==> src/pel_pkg.sv <==
// Shared types and constants for the positional list engine.
`default_nettype none
package pel_pkg;

  localparam int unsigned DATA_W = 32;
  localparam int unsigned POS_W = 14;
  localparam int unsigned CAPACITY_DEF = 128;

  typedef enum logic [2:0] {
    ACT_INSERT = 3'd0,
    ACT_DELETE = 3'd1,
    ACT_GET    = 3'd2,
    ACT_LOCATE = 3'd3,
    ACT_CLEAR  = 3'd4
  } pel_action_e;

  typedef enum logic [1:0] {
    ST_OK    = 2'd0,
    ST_RANGE = 2'd1,
    ST_FULL  = 2'd2
  } pel_status_e;

  typedef struct packed {
    logic              up;
    logic              dn;
    logic              locate;
    logic [POS_W-1:0]  p0;
    logic [POS_W-1:0]  lim;
    logic [DATA_W-1:0] key;
  } pel_ctl_t;

  typedef struct packed {
    logic              hit;
    logic [POS_W-1:0]  idx;
    logic [DATA_W-1:0] val;
  } pel_node_t;

endpackage
`default_nettype wire

==> src/pel_cell.sv <==
// One list cell: holds an entry, shifts with its neighbors and flags a match.
`default_nettype none
module pel_cell #(
  parameter int unsigned IDX = 0
) (
  input  wire logic                        clk_i,
  input  wire logic                        en_i,
  input  wire pel_pkg::pel_ctl_t           ctl_i,
  input  wire logic [pel_pkg::DATA_W-1:0]  left_i,
  input  wire logic [pel_pkg::DATA_W-1:0]  right_i,
  output logic      [pel_pkg::DATA_W-1:0]  entry_o,
  output pel_pkg::pel_node_t               leaf_o
);

  localparam logic [pel_pkg::POS_W-1:0] MyIdx = pel_pkg::POS_W'(IDX);

  logic [pel_pkg::DATA_W-1:0] entry_q, entry_d;

  always_comb begin
    entry_d = entry_q;
    if (en_i && ctl_i.up) begin
      if (MyIdx > ctl_i.p0) begin
        entry_d = left_i;
      end else if (MyIdx == ctl_i.p0) begin
        entry_d = ctl_i.key;
      end
    end else if (en_i && ctl_i.dn && (MyIdx >= ctl_i.p0)) begin
      entry_d = right_i;
    end
  end

  always_ff @(posedge clk_i) begin
    entry_q <= entry_d;
  end

  assign entry_o    = entry_q;
  assign leaf_o.hit = (MyIdx < ctl_i.lim) &&
                      (ctl_i.locate ? (entry_q == ctl_i.key) : (MyIdx == ctl_i.p0));
  assign leaf_o.idx = MyIdx;
  assign leaf_o.val = entry_q;

endmodule
`default_nettype wire

==> config.mk <==
export PLATFORM = sky130hd
export DESIGN_NAME = pel_cell
export DESIGN_NICKNAME = d
export VERILOG_FILES = /design/src/pel_pkg.sv /design/src/pel_cell.sv
export SDC_FILE = /design/constraint.sdc
export NUM_CORES = 1
export LEC_CHECK = 0
export BUFFER_PORTS_ARGS = -buffer_cell sky130_fd_sc_hd__buf_2
export CORE_AREA = 2 2 82 84
export CTS_CLUSTER_SIZE = 16
export DETAILED_ROUTE_END_ITERATION = 10
export DIE_AREA = 0 0 84 86
export PLACE_DENSITY_LB_ADDON = 0.05
export SLEW_MARGIN = 20
export SYNTH_ARGS = -nofsm -noshare
export SYNTH_HDL_FRONTEND = slang
export SYNTH_SLANG_ARGS = --single-unit
==> constraint.sdc <==
create_clock -name clk_i -period 8.1 [get_ports clk_i]
set_clock_uncertainty 0.15 [all_clocks]
set_input_delay 1.62 -clock clk_i [delete_from_list [all_inputs] [get_ports clk_i]]
set_output_delay 1.62 -clock clk_i [all_outputs]
set_load 0.02 [all_outputs]
* Word-level counts from Yosys, hierarchy flattened
Cells that the tools add are included.
** Operators by class
- Magnitude comparators :: 3
- Equality and inequality tests :: 2
- Muxes and demuxes :: 5
- Reductions and logical operators :: 7
** Operators with widths (number)
- 2-to-1 mux 32 bit :: 4
- == test 32 bit :: 1
- greater-or-equal comparator 1 x 14 -> 1 bit, first input constant :: 1
- greater-than comparator 1 x 14 -> 1 bit, first input constant :: 1
- logical NOT 14 bit :: 1
- < comparator 1 x 14 -> 1 bit, first input constant :: 1
- logical AND 1 bit :: 4
- != test 3 x 1 -> 1 bit, second input constant :: 1
- AND reduction 2 bit :: 1
- nonzero test 2 bit :: 1
- 2-to-1 mux 1 bit :: 1
** Word-level totals
- Register bits :: 32
- Output and inout bits :: 79
- Logic and storage cells :: 18

* Logic depth before layout (Yosys ltp)
Gate-level depths: netlist of run 1.
- Depth after elaboration :: 4
- Mapped depth :: 5
- Depth with buffers taken out :: 5

* Least setup slack after synthesis of run 1
Ideal clock, no wire load.
- Path type :: input -> output
- Start :: in ctl_i[16] (netlist bit)
- End :: out leaf_o[46] (netlist bit)
- Arrival :: 2859 ps
- Required time :: 6330 ps
- Path slack :: 3471 ps
- Cell stages on the path :: 5
- Buffers on the path :: 0
- Cells stage by stage :: xor2_1 nor4_1 nand4_1 o32a_1 a31oi_1
** RTL lines
- start: declaration :: RTL line pel_cell.sv:8 : input wire pel_pkg::pel_ctl_t ctl_i,
- end: declaration :: RTL line pel_cell.sv:12 : output pel_pkg::pel_node_t leaf_o

==> results.md, run 1 <==
Layout:
- Of the cells placed in the final design, the portion with a size suffix greater than 1 is roughly two thirds.
- The number of non-filler instances in the completed layout is around 380.
- The core utilization of the finished layout is between 40% and 50%.
- The number of fill cells is 640.
- The number of flip-flops in the largest register is 32.
- The area of all placed cells without fillers is 0.002801 mm^2.
- For this run, the post-layout net count is 433.
- 0 antenna diodes ended up in the layout.
- Relative to the synthesized area, the layout overhead comes to 32.80%.

Synth:
- The synthesized netlist cell count is around 170.
- After synthesis, the netlist uses 17 different library cells.
- Sorting the synthesized cells by area gives the leading types as sky130_fd_sc_hd__edfxtp_1, sky130_fd_sc_hd__mux2_2, sky130_fd_sc_hd__buf_4.
- The number of warning messages in the yosys log is 0.
- The dominant register cell in the synthesized netlist is sky130_fd_sc_hd__edfxtp_1.
- Summing the areas of all fa, ha and maj instances in the mapped netlist gives 0% of the synthesized area.
- The fraction of the mapped netlist area in compound gates is a little over 1%.
- Of the post-synthesis cell area, the dominant cell type holds 45.55%.
- The number of flops mapped to enable cells by yosys is 32.
- Summing every instance area after synthesis gives approximately 0.0021 mm^2.
- The post-synthesis average cell area is 12.34 um^2.
- The parity-gate share of the synthesized area counting xor and xnor cells is a little over an eighth.
- Counting flops and latches in the post-synthesis netlist gives 32.
- The sequential cell area fraction in the yosys report is a little under half.
- The largest total area in the synthesized netlist belongs to sky130_fd_sc_hd__edfxtp_1.
- The mux contribution to synthesized area is 17.08%.
- The combinational family with the most area after synthesis is multiplexers.
- In the synthesized netlist the async set-or-reset flop fraction comes to 0%.
- Of the total synthesized cell area, the portion taken by AND, OR, NAND and NOR gates is 5.991%.
- The most frequent cell after synthesis is sky130_fd_sc_hd__buf_4.
- Ranked by instance count, the synthesized netlist is headed by sky130_fd_sc_hd__buf_4, sky130_fd_sc_hd__edfxtp_1, sky130_fd_sc_hd__mux2_2.

Detailed routing:
- The overall routed net length is about 5.0 mm.
- Dividing the detail-routed via count by the number of cells gives 4.285.
- The post-route DRC violation count is 0.
- The average routed wire per standard cell is around 13 um.
- The remaining antenna violation count after routing is 0.
- The pre-antenna-repair detailed-routing pass consisted of 2 iterations.
- The number of vias in the routed layout is approximately 1600.
- The number of violations reported at the end of detailed-routing iteration 0 is 33.

Clock network:
- The H-tree generated during clock tree synthesis spans 2 levels.
- Clock tree synthesis inserted a total of 5 buffers.
- The clock slew seen by the registers of the worst setup and hold paths is roughly 0.07 ns.
- Once the clock tree was built, the setup fixing pass inserted 0 buffers.
- In this run, post-CTS repair resized a total of 0 instances.
- The cell chosen for the clock root is sky130_fd_sc_hd__clkbuf_8.
- The CTS tree is done.
- After clock tree synthesis, the flow added hold-fix buffers numbering 0.
- The number of clock sinks is 32.
- The number of buffers on the longest clock path is 2.

Worst setup path:
- Walking the worst path, the cells encountered are buf_2 -> xor2_1 -> nor4_1 -> nand4_1 -> o32a_1 -> a31oi_1 -> buf_2.
- The launching element type of the critical path is an input pin.
- The worst setup path is of the input pin to primary output kind.
- The largest individual stage delay along the critical path comes from the cell sky130_fd_sc_hd__nor4_1.
- The cell occurring most often along the worst timing path is sky130_fd_sc_hd__buf_2.
- The critical path data arrival time is roughly 3.2 ns.
- Along the worst path, the maximum fanout reaches 2.
- The critical path required time is between 6 and 7 ns.
- The stage delay of the slowest cell on the critical path is about 0.42 ns.
- STA classifies the critical path endpoint as a primary output.

Timing:
- In this run the tightest slew margin relative to its limit is a little under two fifths.
- The number of hold-slack violations in the final timing report is 0.
- In the finished design, the share of the clock period the worst path needs comes to roughly three fifths.
- The total count of max-transition violations in the final report is 0.
- Timing would allow up to 201.7 MHz.
- The transition time at the pin with the least slew margin is approximately 0.93 ns.
- In the final timing run, aggregate negative setup slack is 0 ns.
- The time the final worst path needs with I/O delays and setup is 4.958 ns.
- The count of endpoints failing setup in the final report is 0.
- Setup repair after global routing left no endpoint under its margin.
- On the final layout, the worst hold slack is 1.484 ns.
- The minimum setup slack in the final design is around 3.1 ns.

Die:
- The die is roughly 86 um tall.
- The initialized floorplan defines 29 standard-cell rows.
- In this run the count of I/O pins placed on the die edge is around 210.
- The floorplan step defined a die boundary enclosing between 0.007 and 0.008 mm^2.
- The floorplan step set the die width to 84 um.
- The floorplan step defined a core boundary enclosing about 0.0063 mm^2.
- For this configuration, the core starts out at a cell density of approximately 34%.

Power:
- After layout, the design draws a total of approximately 360 uW.
- The largest voltage drop on the vdd net is 0.06291 mV.
- In this run the static leakage power is about 1.3 nW.
- Dividing total power by cell area gives a power density of 127.8 mW/mm^2.

Placed design:
- The number of placed instances, taps included, is about 370.
- The standard cell area after detailed placement is between 0.002 and 0.003 mm^2.
- Routability-driven placement finished with a final weighted congestion of approximately 0.68.
- The count of buffers added on input and output ports is 161.
- The worst setup slack before clock tree synthesis is 3.134 ns.
- The wire-length estimate of the detail-placed layout is about 4 mm.

GRT:
- Across every metal layer, demand over resource in global routing totals between 10% and 20%.
- The number of global-route vias before repair was approximately 1600.
- The initial antenna violation count was 0.
- The aggregate global routing overflow is 0.
- The first global-routing pass estimated ~7.6 mm of wire.
- The largest net degree at the start of global routing is 33.

Min path:
- The path class of the tightest hold or removal check is input pin to flop.

Run status:
- The run finished with clean final reports.

Job:
- The tool flagged a number of max-cap violations equal to 0.
[cell families (layout without fill, tap and decap cells)]
logic type | count (synthesis) | after routing
AOI/OAI and AO/OA | 3 | 3
xor gates and xnor gates | 32 | 32
muxes | 32 | 32
other | 1 | 14
DFF | 32 | 32
and+or+nand+nor | 22 | 22
buffers and inverters | 49 | 170
[power breakdown]
part,leakage [nW],internal [mW],switching [mW]
combinational,0.970,0.0320,0.0241
sequential,0.287,0.183,0.00000540
clock,0.0453,0.0583,0.0602
[critical path, delay by kind of cell]
| kind | cells | cell delay [ns] |
|---|---|---|
| AO/OA/AOI/OAI | 2 | 0.51 |
| XOR/XNOR | 1 | 0.15 |
| buffers and inverters | 2 | 0.29 |
| AND/OR/NAND/NOR | 2 | 0.61 |
[placed cells by master, fill, tap and decap left out]
master / netlist / layout
sky130_fd_sc_hd__conb_1: 1 / 14
sky130_fd_sc_hd__nand2_1: 1 / 1
sky130_fd_sc_hd__clkinv_1: 0 / 1
sky130_fd_sc_hd__nand4_1: 2 / 2
sky130_fd_sc_hd__nor4_1: 12 / 12
sky130_fd_sc_hd__xnor2_1: 1 / 1
sky130_fd_sc_hd__o32a_1: 1 / 1
sky130_fd_sc_hd__o21ai_0: 1 / 1
sky130_fd_sc_hd__nor3_1: 2 / 2
sky130_fd_sc_hd__buf_4: 46 / 1
sky130_fd_sc_hd__or4_1: 1 / 1
sky130_fd_sc_hd__nor2_1: 2 / 1
sky130_fd_sc_hd__edfxtp_1: 32 / 32
sky130_fd_sc_hd__clkbuf_8: 0 / 5
sky130_fd_sc_hd__a31oi_1: 1 / 1
sky130_fd_sc_hd__nand3_1: 2 / 2
sky130_fd_sc_hd__clkinv_2: 0 / 2
sky130_fd_sc_hd__nor2_4: 0 / 1
sky130_fd_sc_hd__buf_2: 0 / 161
sky130_fd_sc_hd__mux2_2: 32 / 32
sky130_fd_sc_hd__xor2_1: 31 / 31
[metal layers]
metal | GRT usage, % | routed length, um | up-vias
met5 | 0 | 0 | -
li1 | - | - | 822
met4 | 4.399 | 57 | 0
met1 | 16.41 | 1999 | 720
met2 | 22.18 | 2420 | 90
met3 | 4.620 | 482 | 5
[final cells by class]
| class | count | area [um^2] | share of cell area (%) |
|---|---|---|---|
| Clock inverter | 3 | 13.76 | 0.4913 |
| Timing Repair Buffer | 162 | 813.3 | 29.03 |
| Sequential cell | 32 | 960.9 | 34.30 |
| Tap cell | 77 | 96.34 | 3.439 |
| Clock buffer | 5 | 68.82 | 2.456 |
| Multi-Input combinational cell | 103 | 848.3 | 30.28 |
[final timing paths]
kind | startpoint | end | cells after the start
setup / recovery | ctl_i[29] | leaf_o[46] | 7
hold / removal | right_i[10] | entry_o[10] | 2
Power figures use the tool's default switching activity.
==> inputs of run 2 (changes only) <==
ABC_AREA = 1   (was not set)
CORE_AREA = not set   (was 2 2 82 84)
CORE_UTILIZATION = 38   (was not set)
DIE_AREA = not set   (was 0 0 84 86)
clock period = 4.8 ns   (was 8.1 ns; I/O delays follow)
==> run 2 against run 1 <==
  * Non-clock buffer count unchanged
  * Critical endpoint unchanged
  * Synthesized cell count rose by 73%
  * Cell count grew 32%
  * Cell area increased by 7.5%
  * Synthesized area rose by 11%
  * Clock power rose by 66%
  * Critical path depth rose by 2
  * Setup slack got worse by 1.5 ns
==> results.md, run 2 <==
Power:
- For this design the ratio of total power to cell area is around 200 mW/mm^2.
- The clock network accounts for 32.4% of the total power.
- The fraction of power consumed by combinational cells is about 16%.
- The net switching power is between 100 and 150 uW.
- The sequential power share is about half.
- The internal power is approximately 460 uW.
- Across the VDD grid, the largest voltage drop is a little over 0.1 mV.
- The switching portion of total power is between 20 and 25%.
- The leakage power summed over all cells is 1.614 nW.

Synth:
- Of all cell types, the one taking the most synthesized area is sky130_fd_sc_hd__edfxtp_1.
- In this run, synthesis inferred 32 flip-flops with an integrated enable.
- Yosys mapped the design onto 26 distinct sky130hd cell types.
- After synthesis the cells add up to between 0.002 and 0.0025 mm^2.
- The synthesized netlist cell count is a little under 300.
- The dominant register cell in the synthesized netlist is sky130_fd_sc_hd__edfxtp_1.
- Yosys instantiated no cell more often than sky130_fd_sc_hd__nand2_1.
- The async set or reset register ratio after synthesis is 0%.
- The sequential cell area fraction in the yosys report is between 40% and 50%.
- Sorting the synthesized cells by area gives the leading types as sky130_fd_sc_hd__edfxtp_1, sky130_fd_sc_hd__buf_4, sky130_fd_sc_hd__nand2_1.
- The fraction of synthesized cell area taken by the top area cell type is between 40% and 50%.
- The number of warning messages in the yosys log is 0.
- Counting instances in the post-synthesis netlist gives the leading cell types as sky130_fd_sc_hd__nand2_1, sky130_fd_sc_hd__buf_4, sky130_fd_sc_hd__inv_1.
- A synthesized cell averages between 7 and 8 um^2.
- In this run, synthesis produced a sequential element count of 32.

Layout:
- 0 antenna diodes ended up in the layout.
- Excluding fillers, the count of instances in the completed layout stands at roughly 500.
- The final net count is between 500 and 600.
- After filler insertion, the fill cell instance count of the layout stands at 600.
- In the layout the commonest cells are sky130_fd_sc_hd__buf_2, sky130_fd_sc_hd__nand2_1, sky130_fd_sc_hd__inv_1, sky130_fd_sc_hd__edfxtp_1.
- The core utilization of the finished layout is a little over 50%.
- Once layout is done, the placed cells without fillers occupy 0.003013 mm^2.
- Of the cells placed in the final design, the portion with a size suffix greater than 1 is slightly above 40%.
- The relative area change from synthesis to final layout is 28.63%.
- The register with the most flip-flops in the layout has 32 of them.
- Leaving out fill and tap cells, the most frequent cell in the layout is sky130_fd_sc_hd__buf_2.

GRT:
- Entering global routing, the biggest net connects 55 pins.
- The initial antenna violation count is 0.
- The global-route wire length before repair is ~8 mm.
- The number of global-route vias before repair is around 1800.
- The overall global routing resource usage is 16.49%.
- Summed over all layers, the global routing overflow is 0.

Clock network:
- Post-CTS timing repair inserted 0 buffers for setup.
- CTS saw 32 sinks.
- The root buffer cell chosen for the clock tree is sky130_fd_sc_hd__clkbuf_8.
- The number of gates resized after CTS was 0.
- The clock tree synthesis step divided the H-tree into 2 levels.
- The clock slew seen by the registers of the worst setup and hold paths is about 0.07 ns.
- After clock tree synthesis, the flow added hold-fix buffers numbering 0.
- TritonCTS built the clock tree.
- Clock tree synthesis inserted a total of 5 buffers.
- The number of buffers on the longest clock path is 2.

Job:
- The number of max-cap violations is 0.

Die:
- The effective utilization at floorplan is around 40%.
- From left edge to right edge, the die measures a little over 80 um.
- The core region area is just under 0.006 mm^2.
- The number of standard-cell rows in the floorplan is 28.
- The area enclosed by the die boundary is about 0.0065 mm^2.
- For this design the top-level I/O count stands at approximately 210.
- The die height is 80.51 um.

Timing:
- The tightest hold path in the finished design has a slack of 0.8103 ns.
- Setup total negative slack on the finished layout was measured at 0 ns.
- The worst-case headroom to the max-slew limit is about two fifths.
- The number of hold-slack violations in the final timing report was 0.
- The total count of max-transition violations in the final report is 0.
- Derived from the worst setup path, the maximum achievable clock frequency is between 300 and 400 MHz.
- For the pin with the worst max-slew slack, the measured transition is 0.9226 ns.
- The share of the clock period used by the worst path after layout is 65.05%.
- Setup repair after global routing left no endpoint under its margin.
- The time the final worst path needs with I/O delays and setup is about 3.1 ns.
- The count of endpoints failing setup in the final report is 0.

Worst setup path:
- The kind of cell with the highest combined delay on the critical path is simple AND/OR/NAND/NOR gates.
- The critical path starts at ctl_i[10].
- The cell occurring most often along the worst timing path is sky130_fd_sc_hd__nand2_1.
- Counting both buffers and inverters, the worst setup path holds a total of 2.
- The largest fanout on the critical path is 2.
- The worst setup path is captured at a primary output.
- The most critical setup path has its endpoint at leaf_o[46].
- The kind of critical path is input pin to primary output.
- Data on the critical path is required at its endpoint by between 3 and 4 ns.
- The critical-path cell with the highest stage delay is sky130_fd_sc_hd__buf_2.
- The stage delay of the slowest cell on the critical path is between 0.15 and 0.2 ns.
- The logic depth of the worst setup path including buffers is 9.
- The critical path data arrival time is 2.01 ns.
- The launching element type of the critical path is an input pin.
- Walking the worst path, the cells encountered are buf_2 -> xnor2_1 -> nand2_1 -> nor2_1 -> nand2_1 -> nor2_1 -> nand2_1 -> a21oi_1 -> buf_2.

Detailed routing:
- After detailed routing, the average wire length per cell comes to ~11 um.
- The post-route DRC violation count is 0.
- The number of violations reported at the end of detailed-routing iteration 0 is about 130.
- The detailed-routing iteration count for the pre-antenna-repair pass is 6.
- The number of vias in the routed layout is 2184.
- In this run the remaining antenna-violating nets after routing total 0.
- Using the TritonRoute via totals, the vias-per-cell ratio works out to 4.342.
- The overall routed net length is around 5.3 mm.

Run status:
- The run finished with clean final reports.

Placed design:
- The number of I/O port buffers is 161.
- At the end of routability-driven placement, the weighted congestion stood at 0.7311.
- The standard cell area after detailed placement is between 0.002 and 0.003 mm^2.
- Summed over all nets, the half-perimeter wirelength after detailed placement is 4.195 mm.
- Counting tap cells, the placed design contains a total of roughly 500 instances.

Min path:
- The class of the tightest hold or removal check is input pin to flop.
- The worst hold path passes through 3 cells.
==> run 2: cell count changes in the layout (fill, tap and decap cells not counted), moves of 3 or more <==
cell,change
sky130_fd_sc_hd__inv_1,+41
sky130_fd_sc_hd__mux2_1,+6
sky130_fd_sc_hd__mux2_2,-28
sky130_fd_sc_hd__nand2_1,+84
sky130_fd_sc_hd__nand4_1,+3
sky130_fd_sc_hd__nor2_1,+21
sky130_fd_sc_hd__nor4_1,-9
sky130_fd_sc_hd__o21ai_0,+21
sky130_fd_sc_hd__xnor2_1,+5
sky130_fd_sc_hd__xor2_1,-29
==> run 2: routing by layer <==
| metal | up-vias | track usage, % | wire length [um] |
|---|---|---|---|
| met2 | 105 | 28.22 | 2570 |
| li1 | 1140 | - | - |
| met1 | 932 | 20.16 | 2208 |
| met3 | 7 | 3.977 | 450 |
| met5 | - | 0 | 0 |
| met4 | 0 | 5.357 | 70 |
==> run 2: cell families (layout without fill, tap and decap cells) <==
group	Yosys count	in the layout	share of synthesized area (%)
and+or+nand+nor	124	124	22.44
buffers and inverters	95	214	22.65
DFF	32	32	41.03
AOI/OAI and AO/OA	26	26	5.929
muxes	10	10	4.807
xor gates and xnor gates	8	8	2.992
other	1	14	0.1601
==> run 2: worst min-delay path by stage <==
stage,from,to
after floorplan,right_i[0],entry_o[0]
after global placement,right_i[24],entry_o[24]
after detailed placement,right_i[31],entry_o[31]
after CTS,right_i[0],entry_o[0]
after global routing,right_i[0],entry_o[0]
final,right_i[5],entry_o[5]
==> run 2: power by group through the flow <==
stage          sequential, mW  clock (mW)  combinational, mW
4_1_cts                 0.310       0.202              0.100
3_3_place_gp            0.316           0             0.0978
6_report                0.310       0.196             0.0992
3_5_place_dp            0.316           0             0.0999
5_1_grt                 0.309       0.216              0.114
2_1_floorplan           0.316           0             0.0591
==> run 2: cell type report <==
type / instances / area (um^2) / area share (%)
sequential: 32 / 960.9 / 31.89
multi-input combinational: 182 / 899.6 / 29.86
timing repair buffer: 162 / 813.3 / 26.99
inverter: 44 / 165.2 / 5.482
tap: 75 / 93.84 / 3.115
clock buffer: 7 / 76.32 / 2.533
clock inverter: 1 / 3.754 / 0.1246
==> run 2: per-stage QoR <==
stage / setup WS [ns] / total power [mW]
2_1_floorplan: 1.812 / 0.3748
3_3_place_gp: 1.650 / 0.4135
3_5_place_dp: 1.645 / 0.4156
4_1_cts: 1.642 / 0.6121
5_1_grt: 1.505 / 0.6399
6_report: 1.678 / 0.6045
==> run 2: worst min-delay path: cells and delay by family <==
| family | cells | cell delay, ns |
|---|---|---|
| buffers and inverters | 1 | 0.08 |
| AND/OR/NAND/NOR | 1 | 0.04 |
| AO/OA/AOI/OAI | 1 | 0.05 |
==> inputs of run 3 (changes only) <==
clock period = 2.9 ns   (was 4.8 ns; I/O delays follow)
==> run 3 against run 2 <==
  * Via count increased by 0.60%
  * Setup slack got worse by 1.2 ns
  * Wire length increased by 1.6%
  * Clock-buffer cell count decreased by 1
  * Highest routed layer unchanged
==> results.md, run 3 (synthesized netlist as in run 2, its figures left out) <==
Clock network:
- The tree is rooted in a sky130_fd_sc_hd__clkbuf_8.
- The total setup buffers inserted after CTS is 0.
- The CTS buffer count is 5.
- Clock tree synthesis found a total of 32 sinks.
- The number of buffers on the longest clock path is 2.
- The count of cells resized by post-cts repair is 0.
- The clock slew seen by the registers of the worst setup and hold paths is roughly 0.070 ns.
- The number of H-tree levels is 2.
- TritonCTS built the clock tree.
- The total of hold buffers inserted after clock tree synthesis is 0.

Layout:
- The final net count is about 560.
- Cells with a size suffix above 1 make up a little over two fifths of the layout.
- After routing the design area is ~0.0030 mm^2.
- From synthesis to final layout, the design area changed by 29.70%.
- The number of flip-flops in the largest register is 32.
- The library cells used most frequently in the layout, excluding fill and tap cells, are sky130_fd_sc_hd__buf_2, sky130_fd_sc_hd__nand2_1, sky130_fd_sc_hd__inv_1, sky130_fd_sc_hd__edfxtp_1.
- The repair_antennas step left the layout with diodes totalling 0.
- The count of cells in the finished layout, fillers not included, comes to around 500.
- The commonest non-fill, non-tap cell in the layout is sky130_fd_sc_hd__buf_2.
- The number of fill cells is a little over 600.

Timing:
- The share of the clock period used by the worst path after layout is slightly above 80%.
- Setup repair after global routing left no endpoint under its margin.
- Setup violations remaining at the end of the flow were counted as 0.
- The worst path needs about 2.4 ns of the cycle, external delays included.
- For the pin with the worst max-slew slack, the measured transition is 0.6428 ns.
- The setup TNS is 0 ns.
- The total count of max-transition violations in the final report came to 0.
- The highest clock rate is about 420 MHz.
- The number of hold-slack violations in the final timing report is 0.
- Measured against its own limit, the worst slew margin works out to between 50% and 60%.

Run status:
- The flow ran to the end, and the final reports show no timing, DRC or antenna violations.

Placed design:
- The standard cell area after detailed placement is 0.002960 mm^2.
- The placed wire-length estimate is 4.305 mm.
- The number of I/O port buffers is 161.
- The final weighted congestion in routability-driven placement is 0.7315.
- The cell count after placement is 497.

Detailed routing:
- Across all layers, the routed design uses approximately 2200 vias.
- The routed wire length on met2 is ~2.6 mm.
- After detailed routing, the number of vias per cell comes to ~4.4.
- The average routed wire per standard cell is approximately 11 um.
- The number of violations reported at the end of detailed-routing iteration 0 is 58.
- In the routed design, unresolved DRC markers number 0.
- The routed length on met3 is around 460 um.
- The overall routed net length is between 5 and 6 mm.
- The detailed-routing iteration count for the pre-antenna-repair pass is 4.
- The length of routed wiring on met1 is about 2.2 mm.
- The detailed router used layers up to and including met4.
- The detail route stage leaves a number of antenna-violating nets equal to 0.

Die:
- In this run the standard cell core region covers 0.005921 mm^2.
- The number of I/O pins is 208.
- In this run the vertical extent of the chip is between 80 and 90 um.
- Measured along the x axis, the die boundary spans between 80 and 90 um.
- For this configuration, the core starts out at a cell density of about 40%.
- The number of standard-cell rows in the floorplan is 28.
- The floorplan step defined a die boundary enclosing between 0.006 and 0.007 mm^2.

Worst setup path:
- The critical path required time is about 2.2 ns.
- By instance count, the cell type seen most on the critical path is sky130_fd_sc_hd__nand2_1.
- The launching element type of the critical path is a flop.
- The stage delay of the slowest cell on the critical path is around 0.43 ns.
- The signal on the critical path passes through nand2_1 -> nand2_1 -> nor2_1 -> nand2_1 -> nor2_1 -> nand2_1 -> nor2_1 -> nand2_1 -> a21oi_1 -> buf_2.
- At the worst endpoint, the arrival time is roughly 1.7 ns.
- The largest individual stage delay along the critical path comes from the cell sky130_fd_sc_hd__edfxtp_1.
- Along the worst path, the maximum fanout reaches 4.
- The kind of end point of the critical path is a primary output.
- The critical path is of the flop to primary output type.

GRT:
- The aggregate global routing overflow is 0.
- The global-route wire length before repair is just over 8 mm.
- The initial antenna violation count is 0.
- Entering global routing, the biggest net connects 35 pins.
- Global routing used 16.72% of the available tracks.
- The number of global-route vias before repair is 1959.

Min path:
- The class of the tightest hold or removal check is input pin to flop.

Power:
- For this design the ratio of total power to cell area is 327.5 mW/mm^2.
- For this design the static power due to leakage is 1.626 nW.
- Across the VDD grid, the largest voltage drop is 0.1557 mV.

Job:
- The number of max-cap violations is 0.
==> run 3: per-stage QoR <==
step	hold slack, ns	worst slack [ns]	util [%]	power [mW]
floorplan	0.6212	0.4412	-	0.6203
global placement	0.7077	0.5096	50.00	0.6862
detailed placement	0.7162	0.5029	50.00	0.6894
CTS	0.4191	0.4696	51.31	1.012
global route	0.4256	0.2644	51.31	1.050
finish	0.4279	0.5087	51.31	0.9950
==> run 3: critical path: cells and delay by family (launching register included) <==
family	cells	cell delay (ns)
buf+inv	1	0.19
simple gates	8	0.63
flops	1	0.43
compound gates	1	0.13
==> run 3: layout make-up <==
cell class	count	area, um^2	share of cell area (%)
sequential	32	960.9	31.63
multi-input combinational	182	899.6	29.61
timing repair buffer	164	840.8	27.68
inverter	44	165.2	5.437
tap	75	93.84	3.089
clock buffer	6	72.57	2.389
clock inverter	1	5.005	0.1647
==> run 3: path summary, 6_finish.rpt <==
| kind | from | endpoint | slack (ns) | cells after the start |
|---|---|---|---|---|
| max | entry_o[25] | leaf_o[46] | 0.51 | 10 |
| min | right_i[19] | entry_o[19] | 0.43 | 3 |
==> run 3: routing by layer <==
| layer | vias to the layer above | track usage [%] |
|---|---|---|
| met2 | 105 | 29.15 |
| met3 | 11 | 3.864 |
| met1 | 940 | 19.99 |
| met4 | 0 | 5.714 |
| li1 | 1141 | - |
| met5 | - | 0 |
==> run 3: report_power, final <==
group,switching (mW),internal (mW)
logic,0.0848,0.0805
registers,0.0000164,0.513
clock network,0.154,0.163
